### config.mk
export PLATFORM = sky130hd
export DESIGN_NAME = nlfq_ram
export DESIGN_NICKNAME = d
export VERILOG_FILES = /design/src/rtl/nlfq_ram.sv
export SDC_FILE = /design/constraint.sdc
export NUM_CORES = 2
export LEC_CHECK = 0
export BUFFER_PORTS_ARGS = -buffer_cell sky130_fd_sc_hd__clkbuf_2
export CORE_ASPECT_RATIO = 1.1
export CORE_MARGIN = 1.5
export CORE_UTILIZATION = 49
export CTS_CLUSTER_SIZE = 40
export DETAILED_ROUTE_END_ITERATION = 10
export MAX_ROUTING_LAYER = met4
export PLACE_DENSITY = 0.64
export SLEW_MARGIN = 20
export SYNTH_ARGS = -nofsm -noshare
export SYNTH_HDL_FRONTEND = slang
export SYNTH_SLANG_ARGS = --single-unit
export TNS_END_PERCENT = 5
### constraint.sdc
create_clock -name clk -period 2.5 [get_ports clk]
set_input_delay 0.25 -clock clk [delete_from_list [all_inputs] [get_ports clk]]
set_output_delay 0.25 -clock clk [all_outputs]
set_load 0.005 [all_outputs]
### src/rtl/nlfq_ram.sv
// ----------------------------------------------------------------------------
// nlfq_ram
// Generic simple dual-port RAM, one write port, one registered read port.
// ----------------------------------------------------------------------------
module nlfq_ram #(
	parameter int WIDTH = 8,
	parameter int DEPTH = 512,
	localparam int AW = (DEPTH > 1) ? $clog2(DEPTH) : 1
) (
	input  logic             clk,
	input  logic             we,
	input  logic [AW-1:0]    waddr,
	input  logic [WIDTH-1:0] wdata,
	input  logic             re,
	input  logic [AW-1:0]    raddr,
	output logic [WIDTH-1:0] rdata
);

	logic [WIDTH-1:0] mem_q [DEPTH];
	logic [WIDTH-1:0] rdata_q;

	always_ff @(posedge clk) begin
		if (we) begin
			mem_q[waddr] <= wdata;
		end
		if (re) begin
			rdata_q <= mem_q[raddr];
		end
	end

	assign rdata = rdata_q;

endmodule

After elaboration in Yosys (flattened, before gate mapping) --
Memories as Yosys holds them, arrays and structs flattened. A register that Yosys moved wholly into a read port is not among the register bits. Index checks and enable logic that the tools add are counted. W data, S select, Z words.
Operators by class: muxes and demuxes 2
Operator list (number):
- $mux W1 | 2
Storage, ports and cells: register bits after elaboration 0, RAM bits 4096, input bits 29, output and inout port bits 8, word-level logic and storage cells 3, memories 1
Memories:
- mem_q | depth 512, width 8, rd ports 1, clocked after memory_dff 1, wr ports 1, line 19 | logic [WIDTH-1:0] mem_q [DEPTH];

Longest topological paths before layout --
word-level depth 2, depth in mapped cells 12, gate-level depth less buffers 7

Worst setup path before layout --
Ideal clock, no wire load.
kind input -> register, start in raddr[0], end reg rdata_q[0] (netlist: rdata[0]), read port of mem_q, data pin, setup time 0.257 ns, arrival time 2.104 ns, required time 2.243 ns, slack 0.139 ns, cell stages on the path 10, path buffers 4, path through buf_4 buf_12 buf_12 buf_2 mux4_2 o21ai_0 nand3_1 nand4_1 o21ai_0 o2111a_1
RTL lines:
- from (decl) | line 15 | input logic [AW-1:0] raddr,
- to (decl) | line 20 | logic [WIDTH-1:0] rdata_q;

==> flow_summary.ini <==
[routing]
wire_per_inst_um = 30.4
routed_via_density = 6.12
postRouteAntennaNets = 0
dr.pass1.iters = 6
drtIter0Drc = 10700
finalWirelength_um = 429000
remaining_drc_errors = 0
vias = 86500

[placement]
gp_congestion = 0.955
io_buffer_count = 36
dp_hpwl_um = 284000

[finish]
fin_util_pct = 58.6
fin_nets = 9500
area_growth_pct = 18.8
drive_above_1_share_pct = 29.1
layout_commonest_cell = edfxtp_1
final_cell_mix = 4104 x edfxtp_1, 1307 x buf_4, 796 x mux2i_1

[clock_network]
root_buffer = clkbuf_16
tritoncts = yes
htreeDepth = 5
clock_path_buffers = 4
post-cts-setup-buffer-count = 0
clock_latency_ns = 0.99
cts_made_buffers = 397
clkSlewWorstSetupHoldPaths_ns = 0.06
clkSinkCount = 4104

[global_routing]
antenna_found_initial = 23
overflow = 0
grt_pass1_vias = 87100
track_usage_pct = 26.7
grt_max_degree = 121
grt_pass1_wl_um = 619000

[timing]
max_freq_ghz = 0.392
skew_ns = 0.0576
drv_slew = 0
rsz0062_at_grt = true
hold_viol_final = 0
fin_crit_sh_pct = 102
fin_crit_ns = 2.55
setup_slack_ns = -0.0526
tightest_slew_ns = 0.962
setup_viol = 2
maxSlewHeadroom_pct = 35.1

[logic_synthesis]
synthFlopType = edfxtp_1
async_flop_share_pct = 0
synth_edf_count = 4104
seq_area_frac_synth_pct = 77.0
avgSynthCellArea_um2 = 19.9
synth_nets = 8059
syn_area_um2 = 160000
synth-seq-cells = 4104
ys_warn_count = 0
syn_inst = 8030
post_synth_num_cell_types = 50

[critical_path]
required_ns = 3.22
r2r_cells = 7
crit_path_start_kind = flop
path_max_fanout = 1
criticalPathCategory = reg2reg
arrival_ns = 3.27
cp-end-kind = flop

[pwr]
p_per_area_nw_per_um2 = 754
irDropWorstVdd_uv = 672
leakage_nw = 63.4
p_total_mw = 143

[floorplanning]
die_area_um2 = 330000
num_rows = 219
die_x_um = 548
num_io_pins = 37
start_util_pct = 49.4
die_y_um = 602
core_um2 = 324000

[worst_hold_path]
worstHoldPathCells = 3
hp-class = in2reg

[run_status]
outcome = finished with violations
violations = negative setup slack

[run]
cap_violations = 0
## path summary, 6_finish.rpt
path / start / to / slack (ns)
worst max-delay path: mem_q[247][0]$_DFFE_PP_ / rdata[0]$_DFFE_PP_ / -0.05
worst min-delay path: waddr[0] / mem_q[491][1]$_DFFE_PP_ / 0.07
worst min register to register: mem_q[447][6]$_DFFE_PP_ / rdata[6]$_DFFE_PP_ / 1.30
worst max register to register: mem_q[247][0]$_DFFE_PP_ / rdata[0]$_DFFE_PP_ / -0.05
## cell usage after synthesis, types with 36 or more instances
| master | number | area share [%] |
|---|---|---|
| o221ai_1 | 371 | 2.0 |
| nor4_1 | 36 | 0.14 |
| mux4_2 | 654 | 9.2 |
| o22ai_1 | 163 | 0.64 |
| buf_4 | 70 | 0.33 |
| buf_6 | 64 | 0.45 |
| clkbuf_1 | 265 | 0.62 |
| buf_1 | 41 | 0.096 |
| nor2_1 | 597 | 1.4 |
| nand2_1 | 111 | 0.26 |
| buf_2 | 57 | 0.18 |
| nand3_1 | 36 | 0.11 |
| mux2i_1 | 797 | 5.0 |
| edfxtp_1 | 4104 | 77 |
| o21ai_0 | 118 | 0.37 |
| nor3_1 | 109 | 0.34 |
| a22oi_1 | 61 | 0.29 |
| a21oi_1 | 194 | 0.61 |
## metal layers
| metal | wire [um] | vias to the layer above | share of wire [%] | GRT usage (%) |
|---|---|---|---|---|
| met5 | 0 | - | 0 | - |
| met4 | 14800 | 0 | 3.5 | 8.31 |
| met1 | 168000 | 45200 | 39 | 35.6 |
| met2 | 211000 | 4115 | 49 | 42.5 |
| li1 | - | 36400 | - | - |
| met3 | 35900 | 729 | 8.4 | 4.18 |
## power by group
group          internal (mW)  total, mW  switching, mW  leakage, nW
clock                   33.2       59.3           26.1         6.27
combinational           3.09       8.08           4.99         20.2
sequential              75.8       75.8         0.0731         36.9
## through the flow
step                      instances  worst slack, ns  hold WS (ns)  TNS [ns]  area, um^2
after floorplan                8030            0.139         0.349         0      160000
after global placement        13400            -1.48         0.651     -9.70      177000
after detailed placement      13400            -1.54         0.656     -9.43      177000
after CTS                     14100          -0.0296       0.00898   -0.0296      190000
after global routing          14100           -0.107        0.0581    -0.354      190000
final                         14100          -0.0526        0.0719   -0.0749      190000
## kinds of logic (layout without fill, tap and decap cells)
logic type,after synthesis,count (layout),share of synthesized area (%)
and+or+nand+nor,980,980,2.63
other,0,17,0
DFF,4104,4104,77.0
buffers and inverters,516,2291,1.85
muxes,1451,1451,14.2
AOI/OAI and AO/OA,979,979,4.31
## area by class of cell
type | count | area [um^2]
well taps | 4309 | 5390
multi-input cells | 3410 | 34300
fillers | 23300 | 134000
clock buffers | 454 | 10200
clock inverters | 279 | 2630
inverters | 3 | 18.8
repair buffers | 1555 | 14300
diodes | 17 | 42.5
flip-flops and latches | 4104 | 123000
## sequential cells by signal, indices dropped and copies added (netlist names)
name / count
mem_q: 4096
rdata: 8
## critical path, stage by stage (launching register included)
cell	delay (ns)
edfxtp_1	0.40
mux4_2	0.51
a21oi_1	0.31
o21ai_0	0.17
nand4_1	0.27
nand2_1	0.18
buf_4	0.20
o2111a_1	0.24
## repair_timing
action                                 4_1_cts  5_1_grt
gates resized for setup                     43       11
pin swaps                                   15        1
endpoints found under the hold margin      952        0
hold buffers                                 9        0
setup endpoints to repair                    8        8
Power figures use the tool's default switching activity.
