$ cat src/rtl/nlfq_pkg.sv
// ----------------------------------------------------------------------------
// nlfq_pkg
// Shared types, codes and constants of the NMEA line filter queue.
// ----------------------------------------------------------------------------
package nlfq_pkg;

	localparam int LINE_SIZE_DEF   = 64;
	localparam int QUEUE_DEPTH_DEF = 8;

	// widest ring position the command queue must carry (QUEUE_DEPTH up to 64)
	localparam int SLOT_MAX_W = 6;

	// input operations
	localparam logic OP_RX  = 1'b0;
	localparam logic OP_POP = 1'b1;

	// result kinds
	localparam logic [1:0] KIND_TAKEN     = 2'd0;
	localparam logic [1:0] KIND_REFUSED   = 2'd1;
	localparam logic [1:0] KIND_LINE_BYTE = 2'd2;
	localparam logic [1:0] KIND_EMPTY     = 2'd3;

	// line events for taken bytes
	localparam logic [1:0] EV_NONE     = 2'd0;
	localparam logic [1:0] EV_QUEUED   = 2'd1;
	localparam logic [1:0] EV_FILTERED = 2'd2;
	localparam logic [1:0] EV_EMPTY    = 2'd3;

	localparam logic [7:0] CHAR_NUL = 8'h00;
	localparam logic [7:0] CHAR_CR  = 8'h0D;
	localparam logic [7:0] CHAR_LF  = 8'h0A;

	// first tag character sits at this line position
	localparam int TAG_POS = 3;

	localparam int SKIP_TAG_COUNT = 5;
	localparam logic [31:0] SKIP_TAGS [SKIP_TAG_COUNT] = '{
		"GSV,", "GSA,", "GST,", "MSS,", "ROT,"
	};

	// one request handed from the front to the back
	typedef struct packed {
		logic                  stream;     // stream a queued line, else one result
		logic [1:0]            kind;
		logic [1:0]            line_event;
		logic [SLOT_MAX_W-1:0] slot;
	} cmd_t;

	function automatic logic is_skip_tag(input logic [31:0] tag);
		logic hit;
		hit = 1'b0;
		for (int t = 0; t < SKIP_TAG_COUNT; t++) begin
			if (tag == SKIP_TAGS[t]) begin
				hit = 1'b1;
			end
		end
		return hit;
	endfunction

endpackage

$ cat src/rtl/nlfq_cmd_fifo.sv
// ----------------------------------------------------------------------------
// nlfq_cmd_fifo
// Two-entry request queue between the front and the back.
// ----------------------------------------------------------------------------
module nlfq_cmd_fifo import nlfq_pkg::*; (
	input  logic clk,
	input  logic arst_n,
	input  logic push,
	input  cmd_t push_data,
	output logic full,
	input  logic pop,
	output logic head_valid,
	output cmd_t head
);

	cmd_t       entry_q [2];
	logic       wr_ptr_q;
	logic       rd_ptr_q;
	logic [1:0] fill_q;

	assign full       = (fill_q == 2'd2);
	assign head_valid = (fill_q != 2'd0);
	assign head       = entry_q[rd_ptr_q];

	always_ff @(posedge clk or negedge arst_n) begin
		if (!arst_n) begin
			wr_ptr_q <= 1'b0;
			rd_ptr_q <= 1'b0;
			fill_q   <= 2'd0;
		end else begin
			if (push) begin
				wr_ptr_q <= !wr_ptr_q;
			end
			if (pop) begin
				rd_ptr_q <= !rd_ptr_q;
			end
			fill_q <= fill_q + 2'(push) - 2'(pop);
		end
	end

	always_ff @(posedge clk) begin
		if (push) begin
			entry_q[wr_ptr_q] <= push_data;
		end
	end

endmodule

$ cat config.mk
export PLATFORM = sky130hd
export DESIGN_NAME = nlfq_cmd_fifo
export DESIGN_NICKNAME = d
export VERILOG_FILES = /design/src/rtl/nlfq_pkg.sv /design/src/rtl/nlfq_cmd_fifo.sv
export SDC_FILE = /design/constraint.sdc
export NUM_CORES = 1
export LEC_CHECK = 0
export BUFFER_PORTS_ARGS = -buffer_cell sky130_fd_sc_hd__buf_4
export CELL_PAD_IN_SITES_DETAIL_PLACEMENT = 1
export CELL_PAD_IN_SITES_GLOBAL_PLACEMENT = 2
export CORE_MARGIN = 2
export CORE_UTILIZATION = 39
export CTS_CLUSTER_SIZE = 25
export DETAILED_ROUTE_END_ITERATION = 8
export PLACE_DENSITY = 0.81
export SETUP_SLACK_MARGIN = 0.2
export SYNTH_ARGS = -nofsm -noshare
export SYNTH_HDL_FRONTEND = slang
export SYNTH_SLANG_ARGS = --single-unit
$ cat constraint.sdc
create_clock -name clk -period 2.8 [get_ports clk]
set_input_delay 0.14 -clock clk [delete_from_list [all_inputs] [get_ports clk]]
set_output_delay 0.14 -clock clk [all_outputs]
set_load 0.005 [all_outputs]
# After elaboration in Yosys (flattened, before gate mapping)
# Memory sizes are Yosys's and may differ from the RTL's.
# Index checks and enable logic that the tools add are counted.
[classes]
add_sub_neg = 2
n_eq_ne = 1
n_mux = 2
reduce_logical = 3
[ops]
columns = ["cell", "n"]
rows = [
  ["adder 2 x 1 -> 2 bit", 1],
  ["equality test 2 bit (second input constant)", 1],
  ["logical NOT 1 bit", 2],
  ["two-way mux 1 bit", 2],
  ["nonzero test 2 bit", 1],
  ["subtractor 2 x 1 -> 2 bit", 1],
]
[word_totals]
register_bits = 4
mem_bits_rw = 22
in_bits = 15
output_inout_bits = 13
elab_cells = 12
memories = 1
[memory_table]
columns = ["memory", "words", "width", "rd", "rd_ports_with_merged_regs", "wr", "line", "source"]
rows = [
  ["entry_q", 2, 11, 1, 0, 1, "nlfq_cmd_fifo.sv:16", "cmd_t entry_q [2];"],
]

# Logic depth before layout (Yosys ltp)
[depth]
depth_word = 2
mapped_depth = 5

# Worst setup path after synthesis
# No wires, ideal clock.
[synth_timing]
path_type = "reg-to-reg"
start = "register fill_q[0]"
end = "register fill_q[1]"
setup_time_ns = 0.135
arrival_ns = 1.170
t_required_ns = 2.665
path_slack_ns = 1.495
stages_incl_launch_ff = 6
n_path_buf = 0
period_less_slack_ns = 1.305
cell_sequence = "dfrtp_1 -> inv_1 -> ha_1 -> inv_1 -> ha_1 -> xor3_1"
[synth_via]
elab_chain_len = 2
[synth_lines]
columns = ["element", "line", "source"]
rows = [
  ["from (decl)", "nlfq_cmd_fifo.sv:19", "logic [1:0] fill_q;"],
  ["from (signal assigned)", "nlfq_cmd_fifo.sv:37", "fill_q <= fill_q + 2'(push) - 2'(pop);"],
  ["adder 2 x 1 -> 2 bit", "nlfq_cmd_fifo.sv:37", ""],
  ["subtractor 2 x 1 -> 2 bit", "nlfq_cmd_fifo.sv:37", ""],
]
# Every way passes these cells.
# A chain may end at the register's enable or synchronous reset.

==> flow_summary.yaml <==
outcome:
  status: "completed"
global_route:
  gr-usage-met3_pct: 3.28
  met2_usage_pct: 19.7
  grt_max_degree: 15
  grt_overflow_total: 0
  grt_antenna_before_repair: 0
  grt_usage_pct: 11.3
  use_met1_pct: 13.0
  grt_pass1_wl_mm: 2.64
  grt_pass1_vias: 567
  busiest_layer: "met2"
finish:
  drive_gt1_share_pct: 45.7
  stdcell_count: 122
  nets: 110
  antenna_cells: 0
  area_growth_pct: 37.5
sta:
  finalSetupTns_ns: 0
  worstMarginPinSlew_ns: 0.938
  fin_crit_sh_pct: 63.0
  worst_clock_skew_ns: 0.0117
  setup_ws_ns: 1.03
  finalHoldViolations: 0
  relSlewSlack_pct: 37.3
  grt_setup_unrepaired: "no"
  finalSetupViolations: 0
  slew_violations: 0
  fmax_ghz: 0.567
  fin_crit_ns: 1.77
power:
  p_per_area_nw_per_um2: 813
  vdd.ir_drop.worst_v: 0.000487
  power.share.combinational_pct: 34.7
  p_int_mw: 0.854
  clkPwrFrac_pct: 13.3
  seqPwrFrac_pct: 52.1
  swShare_pct: 25.7
  leakage_nw: 0.593
  p_sw_mw: 0.295
detailed_routing:
  antenna_left: 0
  num_vias: 547
  firstDrtPassIters: 3
  drc: 0
  wl_per_cell_um: 13.0
  post_drt_via_cell_ratio: 4.48
  first_iter_violations: 7
  finalWirelength_mm: 1.58
setup_path:
  critPathCaptureType: "output pin"
  critPathBufInv: 1
  path_max_fanout: 12
  path_delay_family: "flip-flops"
  worstSetupStartpointType: "flip-flop"
  crit_type: "flip-flop to output pin"
  cp.arrival_ns: 1.63
  crit_slowest_cell: "dfrtp_1"
  cp.required_ns: 2.66
  path_cells: "mux2_2 -> buf_4"
  slowest_delay_ns: 0.79
yosys:
  yosysWarningCount: 0
  synth_cell_types: 12
  syn_inst: 49
  yosys_register_bits: 26
  syn_area_per_cell_um2: 21.0
  ys_seq_area_share_pct: 74.0
  syn-num-nets: 66
  syn_area_um2: 1030
cts:
  path_clk_slew_ns: 0.12
  cts_hold_buffers: 8
  cts_setup_buffers: 0
  clock_sinks: 26
  cts-resized-gates: 0
  cts_tree: "done"
  clock-root-buffer: "clkbuf_4"
  numCtsBuffers: 3
  clock_latency_ns: 0.30
  max-clock-path-buffers: 2
  cts_max_level: 1
floorplanning:
  core_area_um2: 2480
  die_h_um: 55.4
  io_pins: 28
  row_count: 18
  dieWidth_um: 55.4
  die_area_um2: 3060
  start_util_pct: 41.5
placement:
  pre_cts_slack_ns: 1.23
  gp_congestion: 0.616
  dp_hpwl_mm: 1.10
  dp.cells: 105
  port_buffers: 27
worst_hold_path:
  worstHoldPathType: "input pin to flip-flop"
job:
  maxCapViolCount: 0
Yosys cell counts:
cell / n / area share [%]
inv_1: 2 / 0.73
edfxtp_1: 22 / 64
xor3_1: 1 / 2.3
and2_1: 1 / 0.61
dfrtp_1: 4 / 9.7
nor2b_1: 2 / 1.2
xor2_1: 2 / 1.7
mux2_2: 2 / 2.2
mux2_4: 9 / 13
ha_1: 2 / 2.4
or2_2: 1 / 0.61
buf_6: 1 / 1.1
area by class of cell:
cell class / count / area [um^2]
inverters: 2 / 7.51
flip-flops and latches: 26 / 761
clock buffers: 4 / 26.3
repair buffers: 40 / 333
well taps: 30 / 37.5
multi-input cells: 20 / 249
fillers: 246 / 1060
registers in the layout (all words and copies together) (netlist names):
name      cells
entry_q      22
fill_q        2
rd_ptr_q      1
wr_ptr_q      1
power groups by stage:
stage / registers (mW) / clock network, mW / logic (mW)
3_3_place_gp: 0.605 / 0 / 0.383
6_report: 0.598 / 0.152 / 0.398
2_1_floorplan: 0.562 / 0 / 0.268
4_1_cts: 0.602 / 0.164 / 0.400
5_1_grt: 0.612 / 0.180 / 0.433
3_5_place_dp: 0.612 / 0 / 0.388
kinds of logic (layout without fill, tap and decap cells):
group,count (synthesis),in the layout,share of synthesized area [%]
xor gates and xnor gates,3,3,4.01
adders and majority gates,2,2,2.43
buffers and inverters,3,46,1.83
DFF,26,26,74.0
muxes,11,11,15.3
and+or+nand+nor,4,4,2.43
final timing paths:
| kind | slack (ns) | cells past startpoint | start | end |
|---|---|---|---|---|
| max | 1.03 | 2 | rd_ptr_q | head[10] |
| min | 0.04 | 2 | push | wr_ptr_q |
| max reg2reg | 1.29 | 1 | wr_ptr_q | entry_q[0][7] |
| min reg2reg | 0.50 | 1 | wr_ptr_q | wr_ptr_q |
| max in group asynchronous | 2.55 | 2 | arst_n | rd_ptr_q |
| min in group asynchronous | 0.15 | 2 | arst_n | wr_ptr_q |
routing by layer:
| metal | up-vias | routed length, um |
|---|---|---|
| met5 | - | 0 |
| met4 | 0 | 12 |
| met3 | 2 | 77 |
| met2 | 15 | 817 |
| met1 | 263 | 676 |
| li1 | 267 | - |
placed cells by master (no fill, tap or decap), drive strengths merged:
cell type | netlist | routed
edfxtp | 22 | 22
nor2b | 2 | 2
xor3 | 1 | 1
xor2 | 2 | 2
and2 | 1 | 1
or2 | 1 | 1
dlygate4sd3 | 0 | 13
clkbuf | 0 | 4
mux2 | 11 | 11
inv | 2 | 2
dfrtp | 4 | 4
buf | 1 | 27
ha | 2 | 2
through the flow:
step | hold WS [ns] | instance area, um^2 | total power, mW | util [%]
2_1_floorplan | -0.156 | 1030 | 0.830 | -
3_3_place_gp | -0.0599 | 1260 | 0.988 | 50.8
3_5_place_dp | -0.0596 | 1260 | 1.00 | 50.8
4_1_cts | 0.00401 | 1360 | 1.17 | 55.1
5_1_grt | 0.0102 | 1410 | 1.23 | 57.1
6_report | 0.0360 | 1410 | 1.15 | 57.1
No activity file was read; power rests on OpenSTA's default activity.
