**src/rtl/nlfq_pkg.sv**
```systemverilog
// ----------------------------------------------------------------------------
// nlfq_pkg
// Shared types, codes and constants of the NMEA line filter queue.
// ----------------------------------------------------------------------------
package nlfq_pkg;

	localparam int LINE_SIZE_DEF   = 64;
	localparam int QUEUE_DEPTH_DEF = 8;

	// widest ring position the command queue must carry (QUEUE_DEPTH up to 64)
	localparam int SLOT_MAX_W = 6;

	// input operations
	localparam logic OP_RX  = 1'b0;
	localparam logic OP_POP = 1'b1;

	// result kinds
	localparam logic [1:0] KIND_TAKEN     = 2'd0;
	localparam logic [1:0] KIND_REFUSED   = 2'd1;
	localparam logic [1:0] KIND_LINE_BYTE = 2'd2;
	localparam logic [1:0] KIND_EMPTY     = 2'd3;

	// line events for taken bytes
	localparam logic [1:0] EV_NONE     = 2'd0;
	localparam logic [1:0] EV_QUEUED   = 2'd1;
	localparam logic [1:0] EV_FILTERED = 2'd2;
	localparam logic [1:0] EV_EMPTY    = 2'd3;

	localparam logic [7:0] CHAR_NUL = 8'h00;
	localparam logic [7:0] CHAR_CR  = 8'h0D;
	localparam logic [7:0] CHAR_LF  = 8'h0A;

	// first tag character sits at this line position
	localparam int TAG_POS = 3;

	localparam int SKIP_TAG_COUNT = 5;
	localparam logic [31:0] SKIP_TAGS [SKIP_TAG_COUNT] = '{
		"GSV,", "GSA,", "GST,", "MSS,", "ROT,"
	};

	// one request handed from the front to the back
	typedef struct packed {
		logic                  stream;     // stream a queued line, else one result
		logic [1:0]            kind;
		logic [1:0]            line_event;
		logic [SLOT_MAX_W-1:0] slot;
	} cmd_t;

	function automatic logic is_skip_tag(input logic [31:0] tag);
		logic hit;
		hit = 1'b0;
		for (int t = 0; t < SKIP_TAG_COUNT; t++) begin
			if (tag == SKIP_TAGS[t]) begin
				hit = 1'b1;
			end
		end
		return hit;
	endfunction

endpackage

```
**src/rtl/nlfq_front.sv**
```systemverilog
// ----------------------------------------------------------------------------
// nlfq_front
// Accepts bytes and pop requests, assembles lines straight into the ring
// memory, applies the tag filter and queues one request per item.
// ----------------------------------------------------------------------------
module nlfq_front import nlfq_pkg::*; #(
	parameter int LINE_SIZE   = LINE_SIZE_DEF,
	parameter int QUEUE_DEPTH = QUEUE_DEPTH_DEF,
	localparam int SW = $clog2(QUEUE_DEPTH),
	localparam int LW = $clog2(LINE_SIZE),
	localparam int AW = $clog2(QUEUE_DEPTH * LINE_SIZE),
	localparam int CW = $clog2(QUEUE_DEPTH + 1)
) (
	input  logic          clk,
	input  logic          arst_n,
	input  logic          in_valid,
	output logic          in_ready,
	input  logic          op,
	input  logic [7:0]    rx_byte,
	input  logic          cmd_full,
	output logic          cmd_push,
	output cmd_t          cmd_data,
	input  logic          stream_done,
	output logic          data_we,
	output logic [AW-1:0] data_waddr,
	output logic [7:0]    data_wdata,
	output logic          len_we,
	output logic [SW-1:0] len_waddr,
	output logic [LW-1:0] len_wdata
);

	logic [LW-1:0] len_q;
	logic [SW-1:0] wr_slot_q;
	logic [SW-1:0] rd_slot_q;
	logic [CW-1:0] count_q;
	logic [CW-1:0] draining_q;
	logic [7:0]    tag_q [4];

	logic          accept;
	logic          full;
	logic          slot_busy;
	logic          line_end;
	logic          filtered;
	logic [CW:0]   held;
	logic [SW-1:0] wr_slot_next;
	logic [SW-1:0] rd_slot_next;

	assign full = (count_q == CW'(QUEUE_DEPTH));
	assign held = {1'b0, count_q} + {1'b0, draining_q};
	// the write slot may still be streaming out a popped line
	assign slot_busy = !full && (held >= (CW + 1)'(QUEUE_DEPTH));

	assign in_ready = !cmd_full && !slot_busy;
	assign accept   = in_valid && in_ready;

	assign line_end = (rx_byte == CHAR_NUL) || (rx_byte == CHAR_CR) || (rx_byte == CHAR_LF)
		|| (len_q == LW'(LINE_SIZE - 1));
	// tag characters count only once the line holds all of them
	assign filtered = (len_q >= LW'(TAG_POS + 4))
		&& is_skip_tag({tag_q[0], tag_q[1], tag_q[2], tag_q[3]});

	assign wr_slot_next = (wr_slot_q == SW'(QUEUE_DEPTH - 1)) ? '0 : wr_slot_q + 1'b1;
	assign rd_slot_next = (rd_slot_q == SW'(QUEUE_DEPTH - 1)) ? '0 : rd_slot_q + 1'b1;

	assign data_waddr = AW'(wr_slot_q) * AW'(LINE_SIZE) + AW'(len_q);
	assign data_wdata = rx_byte;
	assign len_waddr  = wr_slot_q;
	assign len_wdata  = len_q;

	always_comb begin
		cmd_push            = accept;
		cmd_data.stream     = 1'b0;
		cmd_data.kind       = KIND_TAKEN;
		cmd_data.line_event = EV_NONE;
		cmd_data.slot       = SLOT_MAX_W'(rd_slot_q);
		data_we             = 1'b0;
		len_we              = 1'b0;
		if (op == OP_RX) begin
			if (full) begin
				cmd_data.kind = KIND_REFUSED;
			end else if (line_end) begin
				if (len_q == '0) begin
					cmd_data.line_event = EV_EMPTY;
				end else if (filtered) begin
					cmd_data.line_event = EV_FILTERED;
				end else begin
					cmd_data.line_event = EV_QUEUED;
					len_we              = accept;
				end
			end else begin
				data_we = accept;
			end
		end else begin
			if (count_q == '0) begin
				cmd_data.kind = KIND_EMPTY;
			end else begin
				cmd_data.kind   = KIND_LINE_BYTE;
				cmd_data.stream = 1'b1;
			end
		end
	end

	always_ff @(posedge clk or negedge arst_n) begin
		if (!arst_n) begin
			len_q      <= '0;
			wr_slot_q  <= '0;
			rd_slot_q  <= '0;
			count_q    <= '0;
			draining_q <= '0;
		end else begin
			logic [CW-1:0] drain_n;
			drain_n = draining_q - CW'(stream_done);
			if (accept && op == OP_RX && !full) begin
				if (line_end) begin
					len_q <= '0;
					if (len_q != '0 && !filtered) begin
						wr_slot_q <= wr_slot_next;
						count_q   <= count_q + 1'b1;
					end
				end else begin
					len_q <= len_q + 1'b1;
				end
			end
			if (accept && op == OP_POP && count_q != '0) begin
				rd_slot_q <= rd_slot_next;
				count_q   <= count_q - 1'b1;
				drain_n   = drain_n + 1'b1;
			end
			draining_q <= drain_n;
		end
	end

	// keep a copy of the tag characters for the filter
	always_ff @(posedge clk) begin
		if (data_we && len_q >= LW'(TAG_POS) && len_q < LW'(TAG_POS + 4)) begin
			tag_q[2'(len_q - LW'(TAG_POS))] <= rx_byte;
		end
	end

endmodule

```
**config.mk**
```make
export PLATFORM = sky130hd
export DESIGN_NAME = nlfq_front
export DESIGN_NICKNAME = d
export VERILOG_FILES = /design/src/rtl/nlfq_pkg.sv /design/src/rtl/nlfq_front.sv
export SDC_FILE = /design/constraint.sdc
export NUM_CORES = 1
export LEC_CHECK = 0
export ABC_AREA = 0
export BUFFER_PORTS_ARGS = -buffer_cell sky130_fd_sc_hd__buf_2
export CAP_MARGIN = 0
export CORE_MARGIN = 2
export CORE_UTILIZATION = 55
export DETAILED_ROUTE_END_ITERATION = 7
export PLACE_DENSITY = 0.79
export SLEW_MARGIN = 20
export SYNTH_ARGS = -nofsm -noshare
export SYNTH_HDL_FRONTEND = slang
export SYNTH_SLANG_ARGS = --single-unit
```
**constraint.sdc**
```tcl
create_clock -name clk -period 3.6 [get_ports clk]
set_clock_uncertainty 0.2 [all_clocks]
set_input_delay 0.18 -clock clk [delete_from_list [all_inputs] [get_ports clk]]
set_output_delay 0.18 -clock clk [all_outputs]
set_load 0.02 [all_outputs]
```
======== Word-level counts from Yosys, hierarchy flattened ========
Memory sizes are Yosys's and may differ from the RTL's.
Index checks and enable logic that the tools add are counted.
storage, ports and cells
  output and inout port bits .............. 41
  bits in writable memories ............... 32
  input port bits ......................... 14
  word-level logic and storage cells ...... 93
  memories kept ........................... 1
  bits in registers ....................... 20
cells by class
  order comparisons ....................... 4
  equality and inequality tests ........... 11
  add/subtract/negate cells ............... 10
  mux-type cells .......................... 33
  reductions and logical operators ........ 28
  bitwise operators ....................... 1
memories
  name   words  width  read ports  clocked after memory_dff  write ports  line              RTL
  tag_q  4      8      4           0                         1            nlfq_front.sv:37  logic [7:0] tag_q [4];
operators with widths
  operator                                                                  number
  32-bit by 31-bit equality test with 1-bit output (second input constant)  5
  4-bit two-way mux                                                         5
  1-bit two-way mux                                                         19
  8-bit by 4-bit equality test with 1-bit output (second input constant)    2
  2-bit two-way mux                                                         6
  1-bit logical AND                                                         11
  9-bit by 6-bit adder with 9-bit output                                    1
  4-bit by 1-bit adder with 4-bit output (second input constant)            2
  8-bit zero test                                                           1
  3-bit by 1-bit adder with 3-bit output (second input constant)            2
  6-bit by 1-bit adder with 6-bit output (second input constant)            1
  3-bit equality test (second input constant)                               2
  6-bit equality test (second input constant)                               1
  6-bit by 2-bit >= comparator with 1-bit output (second input constant)    1
  6-bit by 3-bit >= comparator with 1-bit output (second input constant)    1
  6-bit zero test                                                           1
  6-bit by 3-bit < comparator with 1-bit output (second input constant)     1
  3-bit two-way mux                                                         2
  6-bit two-way mux                                                         1
  3-bit AND reduction                                                       2
  2-bit nonzero test                                                        3
  6-bit nonzero test                                                        1
  4-bit by 4-bit adder with 5-bit output                                    1
  5-bit by 4-bit >= comparator with 1-bit output (second input constant)    1
  other kinds (9)                                                           14

======== Longest topological paths before layout ========
Gate-level depths: netlist (run 1).
An unclocked memory read counts as a cell.
  depth after elaboration ................. 14
  depth in mapped cells ................... 12
  depth with buffers taken out ............ 12

======== Worst setup path after synthesis (run 1) ========
Ideal clock, no wire load.
  path kind ............................... register to register
  start point ............................. register count_q[1]
  end point ............................... memory tag_q[0][0] (enable)
  stages on the path, launching flop included .. 9
  clock period less this slack ............ 2.808 ns
  data required time ...................... 3.068 ns
  buffers on the path ..................... 0
  setup time .............................. 0.332 ns
  arrival time ............................ 2.276 ns
  path slack .............................. 0.792 ns
  cell sequence ........................... dfrtp_1 > ha_1 > a21o_1 > a21o_1 > a211oi_4 > nand3_4 > or2_1 > nor3_2 > and2_1
between the ends
  word-level cells in the longest chain between the ends .. 13
  elaborated cells between the ends (all ways) .. 15
  those cells by class .................... 1 x add/sub; 1 x order compare; 1 x eq/ne; 5 x mux; 7 x reduce/logical
ends and longest elaborated chain
  element                                                                            line                                RTL
  from (decl)                                                                        nlfq_front.sv:35                    logic [CW-1:0] count_q;
  from (signal assigned)                                                             nlfq_front.sv:118                   count_q <= count_q + 1'b1;
  from (signal assigned)                                                             nlfq_front.sv:126                   count_q <= count_q - 1'b1;
  4-bit by 4-bit adder with 5-bit output or 4-bit equality test (tied branches)      nlfq_front.sv:49, nlfq_front.sv:48
  5-bit by 4-bit >= comparator with 1-bit output or 1-bit zero test (tied branches)  nlfq_front.sv:51                    assign slot_busy = !full && (held >= (CW + 1)'(QUEUE_DEPTH));
  1-bit logical AND                                                                  nlfq_front.sv:51
  1-bit zero test                                                                    nlfq_front.sv:53                    assign in_ready = !cmd_full && !slot_busy;
  1-bit logical AND                                                                  nlfq_front.sv:53
  1-bit logical AND                                                                  nlfq_front.sv:54                    assign accept = in_valid && in_ready;
  1-bit two-way mux                                                                  nlfq_front.sv:81                    end else if (line_end) begin
  1-bit two-way mux (*)                                                              nlfq_front.sv:79                    if (full) begin
  1-bit two-way mux (*)                                                              nlfq_front.sv:78                    if (op == OP_RX) begin
  1-bit logical AND (*) (2 in series)                                                nlfq_front.sv:135                   if (data_we && len_q >= LW'(TAG_POS) && len_q < LW'(TAG_POS + 4)) begin
  1-bit two-way mux (*)                                                              nlfq_front.sv:135
  1-bit two-way mux (not written as such) (*)                                        nlfq_front.sv:136                   tag_q[2'(len_q - LW'(TAG_POS))] <= rx_byte;
  to (decl)                                                                          nlfq_front.sv:37
Mark *: on every way between the ends. The rest lies on a longest branch, timed or not.

======== Worst setup path in the final report (run 1) ========
  start point ............................. register count_q[1]
  end point ............................... memory tag_q[2][1] (enable)
Same word-level chain as after synthesis.

==> results of run 1 <==
-- per-stage QoR --
stage / cell area, µm² / hold slack (ns) / util, %
floorplan: 2699 / -0.3156 / -
global placement: 2873 / -0.04013 / 60.82
detailed placement: 2873 / -0.03058 / 60.82
CTS: 3057 / 0.004150 / 64.72
global route: 3057 / 0.03079 / 64.72
finish: 3057 / 0.01072 / 64.72
-- cell families after synthesis --
family / after synthesis / synth area share (%)
compound gates: 31 / 7.717
fa+ha+maj: 17 / 8.182
mux: 5 / 2.045
buf+inv: 33 / 7.531
simple gates: 74 / 17.15
xor+xnor: 9 / 2.929
other cells: 1 / 0.1393
flops: 52 / 54.30
-- final cells by class --
| type | instances | share of cell area [%] |
|---|---|---|
| multi-input cells | 139 | 33.85 |
| flip-flops and latches | 52 | 47.81 |
| clock buffers | 5 | 2.251 |
| inverters | 10 | 1.228 |
| well taps | 67 | 2.743 |
| clock inverters | 3 | 0.8187 |
| repair buffers | 60 | 11.30 |
-- per-layer routing --
metal	wire length [µm]	track usage (%)
met4	14	5.455
met2	2509	32.54
met1	2247	27.13
met5	0	0
met3	304	3.523
-- worst max path at each step --
stage / depth (start not counted) / from / end / slack (ns)
floorplan: 8 / count_q[1] / tag_q[0][0] / 0.79
global placement: 8 / count_q[1] / tag_q[2][0] / 0.60
detailed placement: 8 / count_q[1] / tag_q[3][2] / 0.51
CTS: 8 / count_q[1] / tag_q[2][1] / 0.49
global route: 8 / count_q[1] / tag_q[0][2] / 0.25
finish: 8 / count_q[1] / tag_q[2][1] / 0.41
-- flip-flops by register name, summed over array words and instances, names as in the netlist --
register	cells
len_waddr	3
count_q	4
draining_q	4
rd_slot_q	3
len_wdata	6
tag_q	32
-- synth_stat cells (2+ instances only) --
cell	number
o31ai_1	2
mux2_2	3
nor3_1	2
xnor2_1	5
inv_1	9
and3_1	2
nand2_1	18
nor4_1	4
clkbuf_1	2
xor2_1	4
o21ai_2	2
or3_1	3
edfxtp_1	32
ha_1	16
nor2_1	11
nand4b_1	2
nand3_1	5
a21o_1	2
nor2b_1	2
nand4_1	5
buf_4	21
nor4bb_1	5
a21oi_1	8
dfrtp_1	20
and2_1	4
o21ai_0	9
-- report_power, final --
group / switching [µW] / leakage (µW) / total (µW) / internal [µW]
sequential: 105 / 0.000539 / 814 / 709
clock: 208 / 0.0000452 / 350 / 142
combinational: 366 / 0.000717 / 625 / 259
-- worst reg2reg max path: stages, from the launching register on --
cell and delay [ns]:
dfrtp_1 0.46, ha_1 0.32, a21o_1 0.19, a21o_1 0.20, a211oi_4 0.32, nand3_4 0.17, or2_1 0.29, nor3_2 0.26
and2_1 0.43
-- what timing repair did --
action / CTS / global route
hold buffers: 9 / 0
hold endpoints to repair: 52 / 0
gates resized for setup: 0 / 0
==> summary.txt, run 1 <==
status - finished clean
Starting Density - 56.98%
Cell Area, Synth - 2691 µm²
clock buffer depth - 2
PnR worst setup slack - 0.4149 ns
CP Class - reg -> reg
chip width - 73.95 µm
hold path endpoint - draining_q[0]
Final period util - 88.48%
grt ovf - 0
R2R depth - 8
CP arrival - 2.96 ns
layout cells sized above 1 - 26.77%
Syn Area/Cell - 12.12 µm²
Vias - 1849
clk sinks - 52
worst slack, placed - 0.5069 ns
hold path depth - 3
Yosys cell types - 50
number of global-route vias before repair - 1640
I/O Pins - 55
ys flop type - edfxtp_1
final hold vios - 0
DR pass1 iterations - 4
DIE AREA - 5469 µm²
WL final - 5076 µm
post-route insts no fill - 336
die height - 73.95 µm
total power - 1789 µW
# rows - 25
Final Setup Violations - 0
Tmin final - 3.185 ns
Post-Syn Instances - 222
sequential share of the synthesized area - 54.30%
share of the synthesized area in the top cell type - 35.70%
flops & latches, synth - 52
maxcap violations - 0
DRT iter0 DRCs - 70
Max Slew Vio Count - 0
Critical Path RT - 3.37 ns
leading area contributor after synthesis - edfxtp_1
R2R Path End - tag_q[2][1]
core footprint - 4723 µm²
initial antenna violation count - 0
worst IR drop on VDD - 0.0003273 V
setup_tns - 0 ns
fmax - 0.3140 GHz
final estimated routing congestion in global placement - 0.8142
crit end category - flip-flop
Vias/cell - 5.503
clock latency on the worst-skew pair - 0.31 ns
CTS tree - built
most frequent cells in the layout - buf_2, edfxtp_1, dfrtp_1
fillcell total - 369
setup slack, reg-to-reg - 0.41 ns
cts bufs inserted - 5
Slew HR - 65.75%
crit path launch type - flip-flop
post-CTS setup buffers - 0
RR Startpoint - count_q[1]
placed insts - 319
max incr delay on CP - 0.46 ns
DR WL/cell - 15.11 µm
Layout area overhead - 13.58%
CP delay by family, top - simple AND/OR/NAND/NOR gates
crit path cell chain - ha_1 -> a21o_1 -> a21o_1 -> a211oi_4 -> nand3_4 -> or2_1 -> nor3_2 -> and2_1
Register Area - 1461 µm²
Async SR Flop Fraction - 38.46%
commonest non-fill, non-tap cell in the layout - buf_2
GRT Total Usage - 19.73%
Synthesis Warnings - 0
port buffer count - 51
power per cell area - 585.2 nW/µm²
Post-DRT Antenna Nets - 0
maximum fanout along the worst path - 10
CP dominant cell by count - a21o_1
synth top area cells - edfxtp_1, dfrtp_1, ha_1, buf_4, nand2_1
Worst-path clk slew - 0.10 ns
Buffers & Inverters on Critical Path - 0
largest net degree at the start of global routing - 21
first-pass GRT wire length - 8052 µm
slowest CP cell - dfrtp_1
RSZ-0062 raised after global routing - false
CTS root buffer - clkbuf_8
Hold Path Origin - stream_done
Leak Pwr - 0.001301 µW
Post-synth EDFFs - 32
post-detail-place hpwl - 3590 µm
# DRC - 0
fin nets - 299
ant diodes - 0
multi-input logic area - 1035 µm²
Worst-Margin Slew - 0.5084 ns
Hold Crit Class - in -> reg
H-tree depth - 2
Power figures use the tool's default switching activity.
==> run 2, diff against run 1 <==
--- a/config.mk
+++ b/config.mk
@@ -6,12 +6,12 @@
 export NUM_CORES = 1
 export LEC_CHECK = 0
 export ABC_AREA = 0
-export BUFFER_PORTS_ARGS = -buffer_cell sky130_fd_sc_hd__buf_2
+export BUFFER_PORTS_ARGS = -buffer_cell sky130_fd_sc_hd__buf_4
 export CAP_MARGIN = 0
 export CORE_MARGIN = 2
-export CORE_UTILIZATION = 55
+export CORE_UTILIZATION = 49
 export DETAILED_ROUTE_END_ITERATION = 7
-export PLACE_DENSITY = 0.79
+export PLACE_DENSITY = 0.74
 export SLEW_MARGIN = 20
 export SYNTH_ARGS = -nofsm -noshare
 export SYNTH_HDL_FRONTEND = slang
==> constraint.sdc (replaced) <==
create_clock -name clk -period 2.7 [get_ports clk]
set_clock_uncertainty 0.2 [all_clocks]
set_input_delay 0.135 -clock clk [delete_from_list [all_inputs] [get_ports clk]]
set_output_delay 0.135 -clock clk [all_outputs]
set_load 0.02 [all_outputs]
==> run 2 against run 1 <==
- via count increased by 0.43%
- critical path depth stayed put
- clock-buffer cell count is 1 higher
- register-to-register slack got worse by 0.37 ns
- worst setup slack lost 0.40 ns
- wire length rose by 5.7%
- hold slack worse by 0.0046 ns
- combinational power is 81% higher
- power is 51% higher
==> summary.txt, run 2 (same netlist as run 1, synthesis figures left out) <==
maximum fanout along the worst path - 9
hold path depth - 4
Tmin final - 2.684 ns
first-pass GRT wire length - 8487 µm
RSZ-0062 raised after global routing - true
# rows - 26
clk sinks - 52
clock buffer depth - 2
fin nets - 316
Layout area overhead - 25.48%
Hold Crit Class - in -> reg
Final Setup Violations - 0
crit path cell chain - ha_1 -> a21o_1 -> a21o_1 -> a211oi_4 -> nand3_4 -> buf_4 -> and4b_4 -> buf_6
Post-DRT Antenna Nets - 0
chip width - 78.11 µm
WL final - 5366 µm
crit end category - primary output
CTS root buffer - clkbuf_8
status - finished clean
initial antenna violation count - 0
Final period util - 99.40%
Design Area, Final - 3377 µm²
ant diodes - 0
final hold vios - 0
core footprint - 5205 µm²
CTS tree - built
CP Class - reg -> out
layout cells sized above 1 - 33.22%
commonest non-fill, non-tap cell in the layout - buf_4
Starting Density - 51.71%
# DRC - 0
maxcap violations - 0
most frequent cells in the layout - buf_4, edfxtp_1, dfrtp_1
I/O Pins - 55
worst IR drop on VDD - 0.0006306 V
crit path launch type - flip-flop
slowest CP cell - dfrtp_1
GRT Total Usage - 18.07%
fmax - 0.3726 GHz
cts bufs inserted - 5
DRT iter0 DRCs - 85
largest net degree at the start of global routing - 21
Most flops, register - tag_q
Leak Pwr - 0.001440 µW
H-tree depth - 2
Worst-path clk slew - 0.09 ns
power per cell area - 799.0 nW/µm²
port buffer count - 51
final estimated routing congestion in global placement - 0.7908
Vias - 1857
Largest register FFs - 32
R2R depth - 12
Critical Path RT - 2.37 ns
post-detail-place hpwl - 3829 µm
DIE AREA - 6101 µm²
DR pass1 iterations - 4
CP arrival - 2.35 ns
total power - 2698 µW
DR WL/cell - 15.07 µm
max incr delay on CP - 0.39 ns
grt ovf - 0
CP dominant cell by count - a21o_1
post-CTS setup buffers - 0
Max Slew Vio Count - 0
number of global-route vias before repair - 1730
die height - 78.11 µm
Vias/cell - 5.216
clock latency on the worst-skew pair - 0.30 ns
dpl cell area - 3142 µm²
-- run 2: repair_timing --
item	in CTS	in global routing
setup endpoints to repair	33	36
hold buffers	10	0
hold endpoints to repair	53	0
gates resized for setup	1	7
-- run 2: worst paths after layout --
path,from,to,slack (ns)
worst max register to register,draining_q[1],count_q[2],0.04
min in group asynchronous,arst_n,len_wdata[1],0.05
worst min register to register,len_waddr[2],len_waddr[2],0.33
worst min-delay path,op,count_q[3],0.006
max in group asynchronous,arst_n,len_waddr[2],2.04
worst max-delay path,draining_q[1],len_we,0.02
-- run 2: metrics by stage --
stage	setup TNS [ns]	worst slack, ns	cells	utilization (%)	hold WS [ns]
after global placement	0	0.04522	338	60.36	-0.1678
after detailed placement	-0.1431	-0.006434	338	60.36	-0.1653
final	0	0.01633	356	64.88	0.006123
after floorplan	0	0.008473	224	-	-0.3606
after global routing	-1.236	-0.06633	356	64.88	0.06036
after CTS	-0.5253	-0.01953	356	64.50	0.002171
-- run 2: final cells by class --
class	instances	area, µm²
sequential	52	1461
fill	405	1828
multi-input combinational	139	1072
tap	70	87.58
clock buffer	6	72.57
clock inverter	2	38.79
timing repair buffer	77	606.8
inverter	10	37.54
-- run 2: layer usage --
metal,wire length [µm],track usage (%),vias up
met5,0,0,-
met4,54,5.789,0
met3,246,3.103,4
met2,2562,29.14,49
met1,2503,25.10,894
li1,-,-,910
-- run 2: critical path, delay by kind of cell (launching register included) --
kind,cells,cell delay [ns]
AO/OA/AOI/OAI,3,0.63
adder cells (fa/ha/maj),1,0.28
buffers and inverters,2,0.30
flip-flops,1,0.39
AND/OR/NAND/NOR,2,0.45
-- run 2: report_power, final --
part,internal [µW],switching (µW)
clock network,280,252
logic,541,593
registers,946,85.2
